File: config.mk
export PLATFORM = sky130hd
export DESIGN_NAME = mpeg_stream_header_probe_top
export DESIGN_NICKNAME = d
export VERILOG_FILES = /design/src/design/msh_pkg.sv /design/src/design/msh_byte_parser.sv /design/src/design/msh_result_fmt.sv /design/src/design/mpeg_stream_header_probe_top.sv
export SDC_FILE = /design/constraint.sdc
export NUM_CORES = 1
export LEC_CHECK = 0
export BUFFER_PORTS_ARGS = -buffer_cell sky130_fd_sc_hd__clkbuf_2
export CAP_MARGIN = 20
export CORE_UTILIZATION = 35
export CTS_CLUSTER_DIAMETER = 100
export DETAILED_ROUTE_END_ITERATION = 12
export GPL_TIMING_DRIVEN = 0
export PLACE_DENSITY = 0.57
export SLEW_MARGIN = 20
export SYNTH_ARGS = -nofsm -noshare
export SYNTH_HDL_FRONTEND = slang
export SYNTH_SLANG_ARGS = --single-unit
File: constraint.sdc
create_clock -name clk -period 18.9 [get_ports clk]
set_input_delay 4.725 -clock clk [delete_from_list [all_inputs] [get_ports clk]]
set_output_delay 4.725 -clock clk [all_outputs]
set_load 0.01 [all_outputs]
File: src/design/msh_pkg.sv
`timescale 1ns / 1ps
`default_nettype none

package msh_pkg;

    localparam int DIM_W    = 14;
    localparam int CODED_W  = 15;
    localparam int TOTAL_W  = 24;
    localparam int HDR_KEEP = 6;
    localparam int MIN_HDR  = 6;

    localparam logic [TOTAL_W-1:0] TOTAL_MAX    = '1;
    localparam logic [23:0]        START_PREFIX = 24'h000001;
    localparam logic [23:0]        WINDOW_INIT  = 24'hFFFFFF;

    localparam logic [7:0] SC_PIC = 8'h00;
    localparam logic [7:0] SC_SEQ = 8'hB3;
    localparam logic [7:0] SC_EXT = 8'hB5;

    localparam logic [3:0] EXT_ID_SEQ = 4'h1;
    localparam logic [3:0] EXT_ID_PIC = 4'h8;
    localparam logic [1:0] PIC_FRAME  = 2'b11;
    localparam logic [1:0] CHROMA_420 = 2'd1;

    typedef enum logic [1:0] {
        KIND_NONE = 2'd0,
        KIND_SEQ  = 2'd1,
        KIND_EXT  = 2'd2
    } kind_t;

    typedef struct packed {
        logic             seen_seq;
        logic             seen_ext;
        logic [DIM_W-1:0] width;
        logic [DIM_W-1:0] height;
        logic [3:0]       rate_code;
        logic [1:0]       rate_num;
        logic [4:0]       rate_den;
        logic             prog;
        logic [1:0]       chroma;
    } msh_snap_t;

endpackage

`default_nettype wire

File: src/design/msh_byte_parser.sv
`timescale 1ns / 1ps
`default_nettype none

module msh_byte_parser
    import msh_pkg::*;
#(
    parameter int HEADER_DEPTH = 8,
    parameter int COUNT_BITS   = 24
)
(
    input  wire logic                  clk,
    input  wire logic                  rst_n,
    input  wire logic                  byte_valid,
    output logic                       byte_stall,
    input  wire logic [7:0]            data_byte,
    input  wire logic                  stream_end,
    output logic                       snap_valid,
    input  wire logic                  snap_ready,
    output msh_snap_t                  snap,
    output logic [COUNT_BITS-1:0]      snap_frames,
    output logic [COUNT_BITS-1:0]      snap_fields
);

    localparam int CNT_W = $clog2(HEADER_DEPTH + 1);
    localparam int SUM_W = COUNT_BITS + 1;
    localparam logic [COUNT_BITS-1:0] COUNT_MAX = '1;

    logic                  in_valid_reg;
    logic [7:0]            byte_reg;
    logic                  end_reg;

    logic [23:0]           window_reg;
    kind_t                 kind_reg;
    logic [CNT_W-1:0]      count_reg;
    logic [7:0]            hdr_reg [HDR_KEEP];
    logic                  seen_seq_reg;
    logic                  seen_ext_reg;
    logic [DIM_W-1:0]      width_reg;
    logic [DIM_W-1:0]      height_reg;
    logic [3:0]            rc_reg;
    logic [1:0]            num_reg;
    logic [4:0]            den_reg;
    logic                  prog_reg;
    logic [1:0]            chroma_reg;
    logic                  open_reg;
    logic [COUNT_BITS-1:0] frame_reg;
    logic [COUNT_BITS-1:0] field_reg;

    logic                  snap_valid_reg;
    msh_snap_t             snap_reg;
    logic [COUNT_BITS-1:0] snap_frames_reg;
    logic [COUNT_BITS-1:0] snap_fields_reg;

    kind_t                 kind_next;
    logic [CNT_W-1:0]      count_next;
    logic [7:0]            hdr_next [HDR_KEEP];
    logic                  seen_seq_next;
    logic                  seen_ext_next;
    logic [DIM_W-1:0]      width_next;
    logic [DIM_W-1:0]      height_next;
    logic [3:0]            rc_next;
    logic [1:0]            num_next;
    logic [4:0]            den_next;
    logic                  prog_next;
    logic [1:0]            chroma_next;
    logic                  open_next;
    logic [COUNT_BITS-1:0] frame_next;
    logic [COUNT_BITS-1:0] field_next;

    logic                  fire;
    logic                  snap_free;
    logic                  collecting;
    logic [CNT_W-1:0]      cnt_inc;
    logic                  full;
    logic                  is_code;
    logic                  parse;
    logic [3:0]            ext_id;
    logic                  seq_take;
    logic                  ext_take;
    logic                  pic_ext;
    logic                  as_frame;
    logic                  close_a;
    logic                  open1;
    logic                  pic_start;
    logic                  close_b;
    logic                  open2;
    logic                  close_c;
    logic [1:0]            frame_add;
    logic [SUM_W-1:0]      frame_sum;

    assign snap_free  = !snap_valid_reg || snap_ready;
    assign fire       = in_valid_reg && (!end_reg || snap_free);
    assign byte_stall = in_valid_reg && !fire;

    always_comb
    begin
        collecting = kind_reg != KIND_NONE;
        cnt_inc    = count_reg + 1'b1;
        for (int i = 0; i < HDR_KEEP; i++)
        begin
            hdr_next[i] = (collecting && count_reg == CNT_W'(i)) ? byte_reg : hdr_reg[i];
        end
        full    = collecting && (cnt_inc >= CNT_W'(HEADER_DEPTH));
        is_code = window_reg == START_PREFIX;
        parse   = collecting && (full || ((is_code || end_reg) && cnt_inc >= CNT_W'(MIN_HDR)));

        ext_id   = hdr_next[0][7:4];
        seq_take = parse && kind_reg == KIND_SEQ && !seen_seq_reg;
        ext_take = parse && kind_reg == KIND_EXT && ext_id == EXT_ID_SEQ
                   && seen_seq_reg && !seen_ext_reg;
        pic_ext  = parse && kind_reg == KIND_EXT && ext_id == EXT_ID_PIC;
        as_frame = hdr_next[2][1:0] == PIC_FRAME;

        close_a   = pic_ext && open_reg;
        open1     = open_reg && !close_a;
        pic_start = is_code && byte_reg == SC_PIC;
        close_b   = pic_start && open1;
        open2     = pic_start || open1;
        close_c   = end_reg && open2;
        open_next = open2;

        frame_add  = {1'b0, close_a && as_frame} + {1'b0, close_b} + {1'b0, close_c};
        frame_sum  = {1'b0, frame_reg} + SUM_W'(frame_add);
        frame_next = (frame_sum > {1'b0, COUNT_MAX}) ? COUNT_MAX : frame_sum[COUNT_BITS-1:0];
        field_next = (close_a && !as_frame && field_reg != COUNT_MAX)
                     ? field_reg + 1'b1 : field_reg;

        seen_seq_next = seen_seq_reg || seq_take;
        seen_ext_next = seen_ext_reg || ext_take;
        width_next    = width_reg;
        height_next   = height_reg;
        rc_next       = rc_reg;
        num_next      = num_reg;
        den_next      = den_reg;
        prog_next     = prog_reg;
        chroma_next   = chroma_reg;
        if (seq_take)
        begin
            width_next  = {2'b00, hdr_next[0], hdr_next[1][7:4]};
            height_next = {2'b00, hdr_next[1][3:0], hdr_next[2]};
            rc_next     = hdr_next[3][3:0];
        end
        if (ext_take)
        begin
            width_next  = width_reg | {hdr_next[1][0], hdr_next[2][7], 12'b0};
            height_next = height_reg | {hdr_next[2][6:5], 12'b0};
            prog_next   = hdr_next[1][3];
            chroma_next = hdr_next[1][2:1];
            num_next    = hdr_next[5][6:5];
            den_next    = hdr_next[5][4:0];
        end

        if (is_code)
        begin
            case (byte_reg)
                SC_SEQ:
                begin
                    kind_next  = KIND_SEQ;
                    count_next = '0;
                end
                SC_EXT:
                begin
                    kind_next  = KIND_EXT;
                    count_next = '0;
                end
                default:
                begin
                    kind_next  = KIND_NONE;
                    count_next = collecting ? cnt_inc : count_reg;
                end
            endcase
        end
        else
        begin
            kind_next  = full ? KIND_NONE : kind_reg;
            count_next = collecting ? cnt_inc : count_reg;
        end
    end

    always_ff @(posedge clk or negedge rst_n)
    begin
        if (!rst_n)
        begin
            in_valid_reg   <= 1'b0;
            window_reg     <= WINDOW_INIT;
            kind_reg       <= KIND_NONE;
            count_reg      <= '0;
            seen_seq_reg   <= 1'b0;
            seen_ext_reg   <= 1'b0;
            width_reg      <= '0;
            height_reg     <= '0;
            rc_reg         <= '0;
            num_reg        <= '0;
            den_reg        <= '0;
            prog_reg       <= 1'b1;
            chroma_reg     <= CHROMA_420;
            open_reg       <= 1'b0;
            frame_reg      <= '0;
            field_reg      <= '0;
            snap_valid_reg <= 1'b0;
        end
        else
        begin
            if (byte_valid && !byte_stall)
            begin
                in_valid_reg <= 1'b1;
            end
            else if (fire)
            begin
                in_valid_reg <= 1'b0;
            end

            if (fire && end_reg)
            begin
                snap_valid_reg <= 1'b1;
            end
            else if (snap_ready)
            begin
                snap_valid_reg <= 1'b0;
            end

            if (fire && end_reg)
            begin
                window_reg   <= WINDOW_INIT;
                kind_reg     <= KIND_NONE;
                count_reg    <= '0;
                seen_seq_reg <= 1'b0;
                seen_ext_reg <= 1'b0;
                width_reg    <= '0;
                height_reg   <= '0;
                rc_reg       <= '0;
                num_reg      <= '0;
                den_reg      <= '0;
                prog_reg     <= 1'b1;
                chroma_reg   <= CHROMA_420;
                open_reg     <= 1'b0;
                frame_reg    <= '0;
                field_reg    <= '0;
            end
            else if (fire)
            begin
                window_reg   <= {window_reg[15:0], byte_reg};
                kind_reg     <= kind_next;
                count_reg    <= count_next;
                seen_seq_reg <= seen_seq_next;
                seen_ext_reg <= seen_ext_next;
                width_reg    <= width_next;
                height_reg   <= height_next;
                rc_reg       <= rc_next;
                num_reg      <= num_next;
                den_reg      <= den_next;
                prog_reg     <= prog_next;
                chroma_reg   <= chroma_next;
                open_reg     <= open_next;
                frame_reg    <= frame_next;
                field_reg    <= field_next;
            end
        end
    end

    always_ff @(posedge clk)
    begin
        if (byte_valid && !byte_stall)
        begin
            byte_reg <= data_byte;
            end_reg  <= stream_end;
        end
        if (fire)
        begin
            hdr_reg <= hdr_next;
        end
        if (fire && end_reg)
        begin
            snap_reg.seen_seq  <= seen_seq_next;
            snap_reg.seen_ext  <= seen_ext_next;
            snap_reg.width     <= width_next;
            snap_reg.height    <= height_next;
            snap_reg.rate_code <= rc_next;
            snap_reg.rate_num  <= num_next;
            snap_reg.rate_den  <= den_next;
            snap_reg.prog      <= prog_next;
            snap_reg.chroma    <= chroma_next;
            snap_frames_reg    <= frame_next;
            snap_fields_reg    <= field_next;
        end
    end

    assign snap_valid  = snap_valid_reg;
    assign snap        = snap_reg;
    assign snap_frames = snap_frames_reg;
    assign snap_fields = snap_fields_reg;

    a_count_bound: assert property (@(posedge clk) disable iff (!rst_n)
        count_reg <= CNT_W'(HEADER_DEPTH))
        else $error("header byte count beyond header depth");

    a_clear_after_end: assert property (@(posedge clk) disable iff (!rst_n)
        fire && end_reg |=> kind_reg == KIND_NONE && !seen_seq_reg && !open_reg
                            && frame_reg == '0 && field_reg == '0)
        else $error("state not cleared after final byte");

    a_snap_source: assert property (@(posedge clk) disable iff (!rst_n)
        $rose(snap_valid_reg) |-> $past(fire && end_reg))
        else $error("snapshot without a final byte");

endmodule

`default_nettype wire

File: src/design/msh_result_fmt.sv
`timescale 1ns / 1ps
`default_nettype none

module msh_result_fmt
    import msh_pkg::*;
#(
    parameter int COUNT_BITS = 24
)
(
    input  wire logic                  clk,
    input  wire logic                  rst_n,
    input  wire logic                  snap_valid,
    output logic                       snap_ready,
    input  wire msh_snap_t             snap,
    input  wire logic [COUNT_BITS-1:0] snap_frames,
    input  wire logic [COUNT_BITS-1:0] snap_fields,
    output logic                       result_valid,
    input  wire logic                  result_stall,
    output logic                       format_ok,
    output logic                       is_mpeg2,
    output logic                       progressive,
    output logic [1:0]                 chroma_code,
    output logic [DIM_W-1:0]           pic_width,
    output logic [DIM_W-1:0]           pic_height,
    output logic [CODED_W-1:0]         padded_width,
    output logic [CODED_W-1:0]         padded_height,
    output logic [3:0]                 rate_code,
    output logic [1:0]                 rate_ext_num,
    output logic [4:0]                 rate_ext_den,
    output logic [TOTAL_W-1:0]         frame_total
);

    localparam int SUM_W = (COUNT_BITS + 1 > TOTAL_W + 1) ? COUNT_BITS + 1 : TOTAL_W + 1;

    logic                 valid_reg;
    logic                 ok_reg;
    logic                 mpeg2_reg;
    logic                 prog_reg;
    logic [1:0]           chroma_reg;
    logic [DIM_W-1:0]     width_reg;
    logic [DIM_W-1:0]     height_reg;
    logic [CODED_W-1:0]   cw_reg;
    logic [CODED_W-1:0]   ch_reg;
    logic [3:0]           rc_reg;
    logic [1:0]           num_reg;
    logic [4:0]           den_reg;
    logic [TOTAL_W-1:0]   total_reg;

    logic                 load;
    logic                 ok;
    logic                 prog;
    logic [CODED_W-1:0]   w_pad;
    logic [CODED_W-1:0]   h_pad16;
    logic [CODED_W-1:0]   h_pad32;
    logic [SUM_W-1:0]     total_sum;
    logic [TOTAL_W-1:0]   total_sat;

    assign snap_ready = !valid_reg || !result_stall;
    assign load       = snap_valid && snap_ready;

    always_comb
    begin
        ok        = snap.seen_seq && snap.width != '0 && snap.height != '0;
        prog      = !snap.seen_ext || snap.prog;
        w_pad     = {1'b0, snap.width} + CODED_W'(15);
        h_pad16   = {1'b0, snap.height} + CODED_W'(15);
        h_pad32   = {1'b0, snap.height} + CODED_W'(31);
        total_sum = SUM_W'(snap_frames) + SUM_W'(snap_fields >> 1);
        total_sat = (total_sum > SUM_W'(TOTAL_MAX)) ? TOTAL_MAX : total_sum[TOTAL_W-1:0];
    end

    always_ff @(posedge clk or negedge rst_n)
    begin
        if (!rst_n)
        begin
            valid_reg <= 1'b0;
        end
        else if (load)
        begin
            valid_reg <= 1'b1;
        end
        else if (!result_stall)
        begin
            valid_reg <= 1'b0;
        end
    end

    always_ff @(posedge clk)
    begin
        if (load)
        begin
            ok_reg     <= ok;
            mpeg2_reg  <= ok && snap.seen_ext;
            prog_reg   <= ok && prog;
            chroma_reg <= ok ? snap.chroma : 2'd0;
            width_reg  <= ok ? snap.width : '0;
            height_reg <= ok ? snap.height : '0;
            cw_reg     <= ok ? {w_pad[CODED_W-1:4], 4'b0} : '0;
            ch_reg     <= !ok ? '0 : prog ? {h_pad16[CODED_W-1:4], 4'b0}
                                          : {h_pad32[CODED_W-1:5], 5'b0};
            rc_reg     <= ok ? snap.rate_code : 4'd0;
            num_reg    <= ok ? snap.rate_num : 2'd0;
            den_reg    <= ok ? snap.rate_den : 5'd0;
            total_reg  <= ok ? total_sat : '0;
        end
    end

    assign result_valid  = valid_reg;
    assign format_ok     = ok_reg;
    assign is_mpeg2      = mpeg2_reg;
    assign progressive   = prog_reg;
    assign chroma_code   = chroma_reg;
    assign pic_width     = width_reg;
    assign pic_height    = height_reg;
    assign padded_width  = cw_reg;
    assign padded_height = ch_reg;
    assign rate_code     = rc_reg;
    assign rate_ext_num  = num_reg;
    assign rate_ext_den  = den_reg;
    assign frame_total   = total_reg;

    a_bad_format_zero: assert property (@(posedge clk) disable iff (!rst_n)
        valid_reg && !ok_reg |-> width_reg == '0 && height_reg == '0 && total_reg == '0
                                 && !mpeg2_reg && !prog_reg && chroma_reg == 2'd0)
        else $error("invalid format carries nonzero fields");

    a_coded_size: assert property (@(posedge clk) disable iff (!rst_n)
        valid_reg && ok_reg |-> cw_reg[3:0] == 4'd0 && cw_reg >= {1'b0, width_reg}
                                && ch_reg >= {1'b0, height_reg})
        else $error("coded size not aligned or below display size");

endmodule

`default_nettype wire

File: src/design/mpeg_stream_header_probe_top.sv
`timescale 1ns / 1ps
`default_nettype none

// MPEG-1/2 video elementary stream header probe. Takes one stream byte per
// clock on the byte channel and returns one summary transaction for each byte
// marked stream_end, after which all parse state starts over. A byte goes
// through an input register, the start-code and header parse logic that
// updates the stream state, a snapshot register and the formatting output
// register, in that order. Bytes keep flowing while a summary waits; only a
// second final byte holds off until the snapshot register frees up.
// HEADER_DEPTH sets how many bytes at most after a header start code are
// gathered before parsing, COUNT_BITS the width of the frame and field
// counters.
module mpeg_stream_header_probe_top
    import msh_pkg::*;
#(
    parameter int HEADER_DEPTH = 8,
    parameter int COUNT_BITS   = 24
)
(
    input  wire logic                clk,
    input  wire logic                rst_n,
    input  wire logic                byte_valid,
    output logic                     byte_stall,
    input  wire logic [7:0]          data_byte,
    input  wire logic                stream_end,
    output logic                     result_valid,
    input  wire logic                result_stall,
    output logic                     format_ok,
    output logic                     is_mpeg2,
    output logic                     progressive,
    output logic [1:0]               chroma_code,
    output logic [DIM_W-1:0]         pic_width,
    output logic [DIM_W-1:0]         pic_height,
    output logic [CODED_W-1:0]       padded_width,
    output logic [CODED_W-1:0]       padded_height,
    output logic [3:0]               rate_code,
    output logic [1:0]               rate_ext_num,
    output logic [4:0]               rate_ext_den,
    output logic [TOTAL_W-1:0]       frame_total
);

    logic                  snap_valid;
    logic                  snap_ready;
    msh_snap_t             snap;
    logic [COUNT_BITS-1:0] snap_frames;
    logic [COUNT_BITS-1:0] snap_fields;

    msh_byte_parser #(
        .HEADER_DEPTH (HEADER_DEPTH),
        .COUNT_BITS   (COUNT_BITS)
    ) u_parser (
        .clk         (clk),
        .rst_n       (rst_n),
        .byte_valid  (byte_valid),
        .byte_stall  (byte_stall),
        .data_byte   (data_byte),
        .stream_end  (stream_end),
        .snap_valid  (snap_valid),
        .snap_ready  (snap_ready),
        .snap        (snap),
        .snap_frames (snap_frames),
        .snap_fields (snap_fields)
    );

    msh_result_fmt #(
        .COUNT_BITS (COUNT_BITS)
    ) u_fmt (
        .clk           (clk),
        .rst_n         (rst_n),
        .snap_valid    (snap_valid),
        .snap_ready    (snap_ready),
        .snap          (snap),
        .snap_frames   (snap_frames),
        .snap_fields   (snap_fields),
        .result_valid  (result_valid),
        .result_stall  (result_stall),
        .format_ok     (format_ok),
        .is_mpeg2      (is_mpeg2),
        .progressive   (progressive),
        .chroma_code   (chroma_code),
        .pic_width     (pic_width),
        .pic_height    (pic_height),
        .padded_width  (padded_width),
        .padded_height (padded_height),
        .rate_code     (rate_code),
        .rate_ext_num  (rate_ext_num),
        .rate_ext_den  (rate_ext_den),
        .frame_total   (frame_total)
    );

endmodule

`default_nettype wire

==> results.yml, run 1 <==
cells_and_area:
  syn2layout_area_growth_pct: 17.10
  drive_gt1_share_pct: 19.70
  largest_reg_flops: 44
  num_antenna_cells: 0
  fin_nets: 1629
sta:
  maxSlewViolCount: 0
  worst_slack_ns: 8.676
  skew_ns: 0.01644
  final_hold_viol_count: 0
  finalSetupViolCount: 0
  fin_crit_sh_pct: 54.10
  grt_setup_unrepaired: "false"
  fin_setup_tns_ns: 0
  max_freq_mhz: 97.81
  post-route-min-period_ns: 10.22
  tightest_slew_ns: 0.9423
  relSlewSlack_pct: 37.18
critical_path:
  path_cells: "clkbuf_2 -> nand4_1 -> inv_1 -> nand2_1 -> inv_1 -> clkbuf_2"
  worstPathArrival_ns: 5.50
  cpPeakStageDelay_ns: 0.16
  crit_buf_inv: 4
  critical_path_class: "in -> out"
  crit_family: "buffers and inverters"
  startpoint_type: "input pin"
  cp_max_fo: 4
  cp_slowest_cell: "clkbuf_2"
  worstPathRequired_ns: 14.18
  crit_path_end_kind: "output port"
pwr:
  power_leakage_nw: 8.123
  ir_drop_mv: 0.05359
  p_per_area_nw_per_um2: 95.57
global_route:
  track_usage_pct: 16.92
  grt.overflow.total: 0
  antenna_found_initial: 2
  first_global_vias: 11330
  grt_pass1_wl_um: 65450
  grt_max_degree: 73
run_status:
  outcome: "completed"
clocking:
  clockBufferDepth: 3
  clkLatencyLatePin_ns: 0.55
  cts_hold_buf: 0
  cts_tree: "done"
  htree_levels: 2
  root_buffer: "clkbuf_16"
  clk_pin_slew_ns: 0.05
  cts_sinks: 351
  cts_buffers: 39
  cts_resized: 0
  post_cts_buffers: 0
drt:
  via_per_inst: 5.180
  drt_iter0_markers: 760
  num_vias: 11550
  drt-pass1-iter-count: 5
  ant_nets: 0
  drc: 0
  routedWlPerCell_um: 18.72
  routed_wirelength_um: 41730
yosys:
  ys_seq_elements: 351
  synthArstFlopShare_pct: 35.90
  ys_seq_area_share_pct: 58.89
  synth_area_sq_um: 16880
  synth_edf_count: 225
  yosysWarnings: 0
  synthCells: 1425
  synth_cell_type_count: 85
  syn_avg_cell_area_sq_um: 11.85
  ys.flop_type: "edfxtp_1"
placement:
  hpwl_um: 29190
  pre_cts_ws_ns: 8.703
  globalplace.congestion: 0.8666
  io_buffer_count: 104
floorplan:
  die_area_sq_um: 49120
  die_h_um: 221.6
  num_rows: 80
  core_area_sq_um: 47650
  start_util_pct: 35.43
  die_w_um: 221.6
  io_pins: 113
job:
  maxCapViolCount: 0
hold_path:
  hold_path.class: "reg -> reg"
-- stage by stage --
step                      util, %  hold slack (ns)  area [sq um]  instances  power, W
after floorplan                 -           0.4240         16910       1432  0.001020
after global placement      38.20           0.4389         18200       2151  0.001084
after detailed placement    38.58           0.4468         18380       2157  0.001088
after CTS                   41.49           0.4553         19770       2229  0.001910
after global routing        41.49           0.4752         19770       2229  0.001958
final                       41.49           0.4544         19770       2229  0.001889
-- worst min-delay path, delay by kind of cell (launching register included) --
kind / cells / cell delay (ns)
AND/OR/NAND/NOR: 2 / 0.09
flip-flops: 1 / 0.37
-- metal layers --
layer  routed length, um  GRT usage [%]  share of wire [%]
met5                   9              0              0.022
met4                 956          4.839                2.3
met3                2053          2.703                4.9
met2               18870          26.33                 45
met1               19840          24.31                 48
-- final timing paths --
check                                         from                 endpoint  slack, ns  cells after the start
setup reg to reg             u_parser.count_reg[0]  u_parser.snap_frames[4]      13.23                     20
min in group asynchronous                    rst_n   u_parser.frame_reg[12]       4.14                      1
hold / removal             u_parser.window_reg[20]  u_parser.window_reg[20]       0.45                      2
setup / recovery                      result_stall               byte_stall       8.68                      6
max in group asynchronous                    rst_n        u_parser.prog_reg      13.98                      2
hold reg to reg            u_parser.window_reg[20]  u_parser.window_reg[20]       0.45                      2
-- report_power, final --
part | leakage [nW] | total [W] | switching (W) | internal, W
registers | 3.81 | 0.000903 | 0.0000259 | 0.000877
clock network | 0.664 | 0.000818 | 0.000312 | 0.000506
logic | 3.65 | 0.000168 | 0.000108 | 0.0000603
total | 8.12 | 0.00189 | 0.000446 | 0.00144
-- cells by family after synthesis --
family / synth area share, %
buf+inv: 3.543
flops: 58.89
fa+ha+maj: 2.638
xor+xnor: 4.150
compound gates: 11.85
mux: 4.988
simple gates: 13.92
other cells: 0.02221
-- synthesized netlist by cell type, types with 28 or more instances --
library cell / number / area share (%)
a21oi_1: 76 / 2.3
a22o_1: 28 / 1.5
and3_1: 49 / 1.8
clkbuf_1: 52 / 1.2
dfrtp_1: 100 / 15
edfxtp_1: 225 / 40
ha_1: 30 / 2.2
inv_1: 39 / 0.87
mux2_2: 49 / 3.3
nand2_1: 168 / 3.7
nor2_1: 65 / 1.4
o21ai_0: 78 / 2.3
xnor2_1: 40 / 2.1
xor2_1: 40 / 2.1
-- layout by cell type (no fill, tap or decap), drive strengths merged, types with 8 or more instances in the layout --
master,count
nand2b,9
and3,49
a21o,12
nand4,17
ha,30
inv,40
nor2b,18
buf,42
conb,8
nand3,25
and4,11
a22oi,11
and2,22
dfrtp,100
nand2,170
nor4,17
dfstp,26
o21ai,93
clkbuf,211
a21boi,13
a31oi,13
mux2,57
nor3,17
mux2i,17
a41oi,10
a22o,28
edfxtp,225
xnor2,40
nor2,71
a21oi,76
xor2,40
o22a,13
-- final cells by class --
type / instances / area, sq um
repair buffers: 110 / 681.9
multi-input cells: 953 / 6385
flip-flops and latches: 351 / 9942
well taps: 615 / 769.5
inverters: 39 / 148.9
clock inverters: 18 / 282.8
fillers: 4477 / 27880
clock buffers: 54 / 1104
plain buffers: 89 / 455.4
Power figures use the tool's default switching activity.
==> run 2: changes to the inputs <==
--- a/config.mk
+++ b/config.mk
@@ -5,6 +5,7 @@
 export SDC_FILE = /design/constraint.sdc
 export NUM_CORES = 1
 export LEC_CHECK = 0
+export ABC_AREA = 1
 export BUFFER_PORTS_ARGS = -buffer_cell sky130_fd_sc_hd__clkbuf_2
 export CAP_MARGIN = 20
 export CORE_UTILIZATION = 35
==> constraint.sdc (replaced) <==
create_clock -name clk -period 9.9 [get_ports clk]
set_input_delay 2.475 -clock clk [delete_from_list [all_inputs] [get_ports clk]]
set_output_delay 2.475 -clock clk [all_outputs]
set_load 0.01 [all_outputs]
==> run 2 against run 1 <==
Against the previous run: via count is 8.1% higher; synthesized cell count is 23% higher; sequential power is 83% higher; die area is 0.27% lower; global-route usage is 0.51 points higher; combinational power is 43% higher; critical endpoint unchanged; largest cell class unchanged.
==> results.yml, run 2 <==
run_status:
  outcome: "completed"
critical_path:
  rrSetupSlack_ns: 4.61
  cp_slowest_cell: "clkbuf_2"
  cp.depth: 8
  crit_end: "byte_stall"
  path_cells: "clkbuf_2 -> nand2_1 -> nor2_1 -> inv_1 -> nor2_1 -> nand2_1 -> inv_1 -> clkbuf_2"
  cp_max_fo: 2
  crit_path_end_kind: "output port"
  timing.rr.start: "u_parser.count_reg[0]"
  crit_buf_inv: 4
  r2r_cells: 23
  crit_family: "buffers and inverters"
  rr_endpoint: "u_parser.frame_reg[23]"
  worstPathRequired_ns: 7.43
  worstPathArrival_ns: 3.23
  critical_path_class: "in -> out"
  cpPeakStageDelay_ns: 0.13
  startpoint_type: "input pin"
  cp-startpoint: "result_stall"
yosys:
  synth_top_area_share_pct: 40.13
  synth_common_cells: "nand2_1 (466), edfxtp_1 (225), inv_1 (213)"
  ys.flop_type: "edfxtp_1"
  synth_area_sq_um: 16840
  synth_edf_count: 225
  synthArstFlopShare_pct: 35.90
  yosysWarnings: 0
  syn_avg_cell_area_sq_um: 9.578
  synth_cell_type_count: 54
  yosysTopAreaCell: "edfxtp_1"
  synthTopCellsByArea: "edfxtp_1 (40%), dfrtp_1 (15%), nand2_1 (10%)"
  ys_seq_elements: 351
  yosysMostFrequentCell: "nand2_1"
  synthCells: 1758
  ys_seq_area_share_pct: 59.05
cells_and_area:
  largest_reg_flops: 44
  design_area_sq_um: 19640
  layout_common_cells: "nand2_1 (466), edfxtp_1 (225), inv_1 (212)"
  syn2layout_area_growth_pct: 16.67
  num_antenna_cells: 0
  drive_gt1_share_pct: 13.93
  final_common_cell: "nand2_1"
  fin_nets: 1961
placement:
  hpwl_um: 31370
  io_buffer_count: 104
  place_area_sq_um: 18340
  globalplace.congestion: 0.8946
  pre_cts_ws_ns: 4.193
drt:
  num_vias: 12480
  routed_wirelength_um: 42220
  drc: 0
  ant_nets: 0
  routedWlPerCell_um: 16.49
  drt-pass1-iter-count: 5
  via_per_inst: 4.874
  drt_iter0_markers: 1048
sta:
  skew_ns: 0.02333
  worst_slack_ns: 4.197
  max_freq_mhz: 175.3
  fin_setup_tns_ns: 0
  relSlewSlack_pct: 46.58
  maxSlewViolCount: 0
  final_hold_viol_count: 0
  fin_crit_sh_pct: 57.61
  finalSetupViolCount: 0
  post-route-min-period_ns: 5.703
  grt_setup_unrepaired: "false"
  tightest_slew_ns: 0.7984
clocking:
  clkLatencyLatePin_ns: 0.57
  cts_sinks: 351
  cts_hold_buf: 0
  clockBufferDepth: 3
  root_buffer: "clkbuf_16"
  cts_buffers: 38
  post_cts_buffers: 0
  htree_levels: 2
  cts_tree: "done"
  cts_resized: 0
  clk_pin_slew_ns: 0.06
job:
  maxCapViolCount: 0
global_route:
  grt_pass1_wl_um: 67150
  track_usage_pct: 17.43
  antenna_found_initial: 0
  first_global_vias: 12110
  grt_max_degree: 73
  grt.overflow.total: 0
floorplan:
  die_area_sq_um: 48990
  die_h_um: 221.3
  die_w_um: 221.3
  core_area_sq_um: 47550
  io_pins: 113
  num_rows: 80
  start_util_pct: 35.41
pwr:
  ir_drop_mv: 0.09329
  power_leakage_nw: 8.866
  p_per_area_nw_per_um2: 170.9
hold_path:
  hold_path.class: "reg -> reg"
run 2: cell count changes after synthesis, moves of 28 or more:
cell / change
nand4_1: +28
nand3_1: +38
and3_1: -48
inv_1: +174
nor2_1: +90
mux2_2: -49
nand2_1: +298
run 2: kinds of logic (layout without fill, tap and decap cells):
family          Yosys count  in the layout  synth area share, %
simple gates            805            805                20.42
flops                   351            351                59.05
buf+inv                 280            460                6.785
compound gates          242            242                8.746
xor+xnor                 46             46                2.393
fa+ha+maj                33             33                2.586
other cells               1              8              0.02227
run 2: routing by layer:
layer / vias to the layer above / wire length [um] / GRT usage (%) / part of all wire, %
li1: 6179 / - / - / -
met1: 5939 / 20330 / 25.14 / 48
met2: 302 / 18880 / 26.75 / 45
met3: 57 / 2204 / 3.200 / 5.2
met4: 0 / 810 / 4.850 / 1.9
met5: - / 0 / 0 / 0
run 2: worst register-to-register path: cells and delay by family (launching register included):
| kind | cells | cell delay, ns |
|---|---|---|
| adder cells (fa/ha/maj) | 4 | 1.04 |
| buffers and inverters | 4 | 0.65 |
| AND/OR/NAND/NOR | 14 | 2.73 |
| flip-flops | 1 | 0.45 |
| AO/OA/AOI/OAI | 1 | 0.37 |
run 2: layout make-up:
cell class              count  area (sq um)
well taps                 615         769.5
clock buffers              49          1042
repair buffers            110         686.9
flip-flops and latches    351          9942
clock inverters            21         259.0
multi-input cells        1134          5793
plain buffers              66         342.8
inverters                 214         808.3
fillers                  4610         27900
run 2: stage by stage:
step | utilization (%) | instances | hold WS [ns] | total power (W)
after detailed placement | 38.57 | 2490 | 0.4724 | 0.001927
after CTS | 41.31 | 2560 | 0.4867 | 0.003404
after global routing | 41.32 | 2560 | 0.5017 | 0.003479
after floorplan | - | 1765 | 0.4331 | 0.001820
after global placement | 38.18 | 2484 | 0.4511 | 0.001919
final | 41.32 | 2560 | 0.4831 | 0.003358
run 2: how the worst min path moves through the flow:
stage / start / endpoint / slack (ns) / cells after the start
2_1_floorplan: u_parser.snap_valid / u_fmt.result_valid / 0.43 / 2
3_3_place_gp: u_parser.snap_valid / u_fmt.result_valid / 0.45 / 2
3_5_place_dp: u_parser.width_reg[12] / u_parser.width_reg[12] / 0.47 / 2
4_1_cts: u_parser.width_reg[12] / u_parser.width_reg[12] / 0.49 / 2
5_1_grt: u_parser.window_reg[19] / u_parser.window_reg[19] / 0.50 / 2
6_report: u_parser.frame_reg[19] / u_parser.frame_reg[19] / 0.48 / 2
run 2: power breakdown:
group,total (W),internal [W],switching (W),leakage [nW]
registers,0.00165,0.00163,0.0000219,3.86
clock network,0.00146,0.000841,0.000621,0.621
logic,0.000241,0.0000721,0.000169,4.39
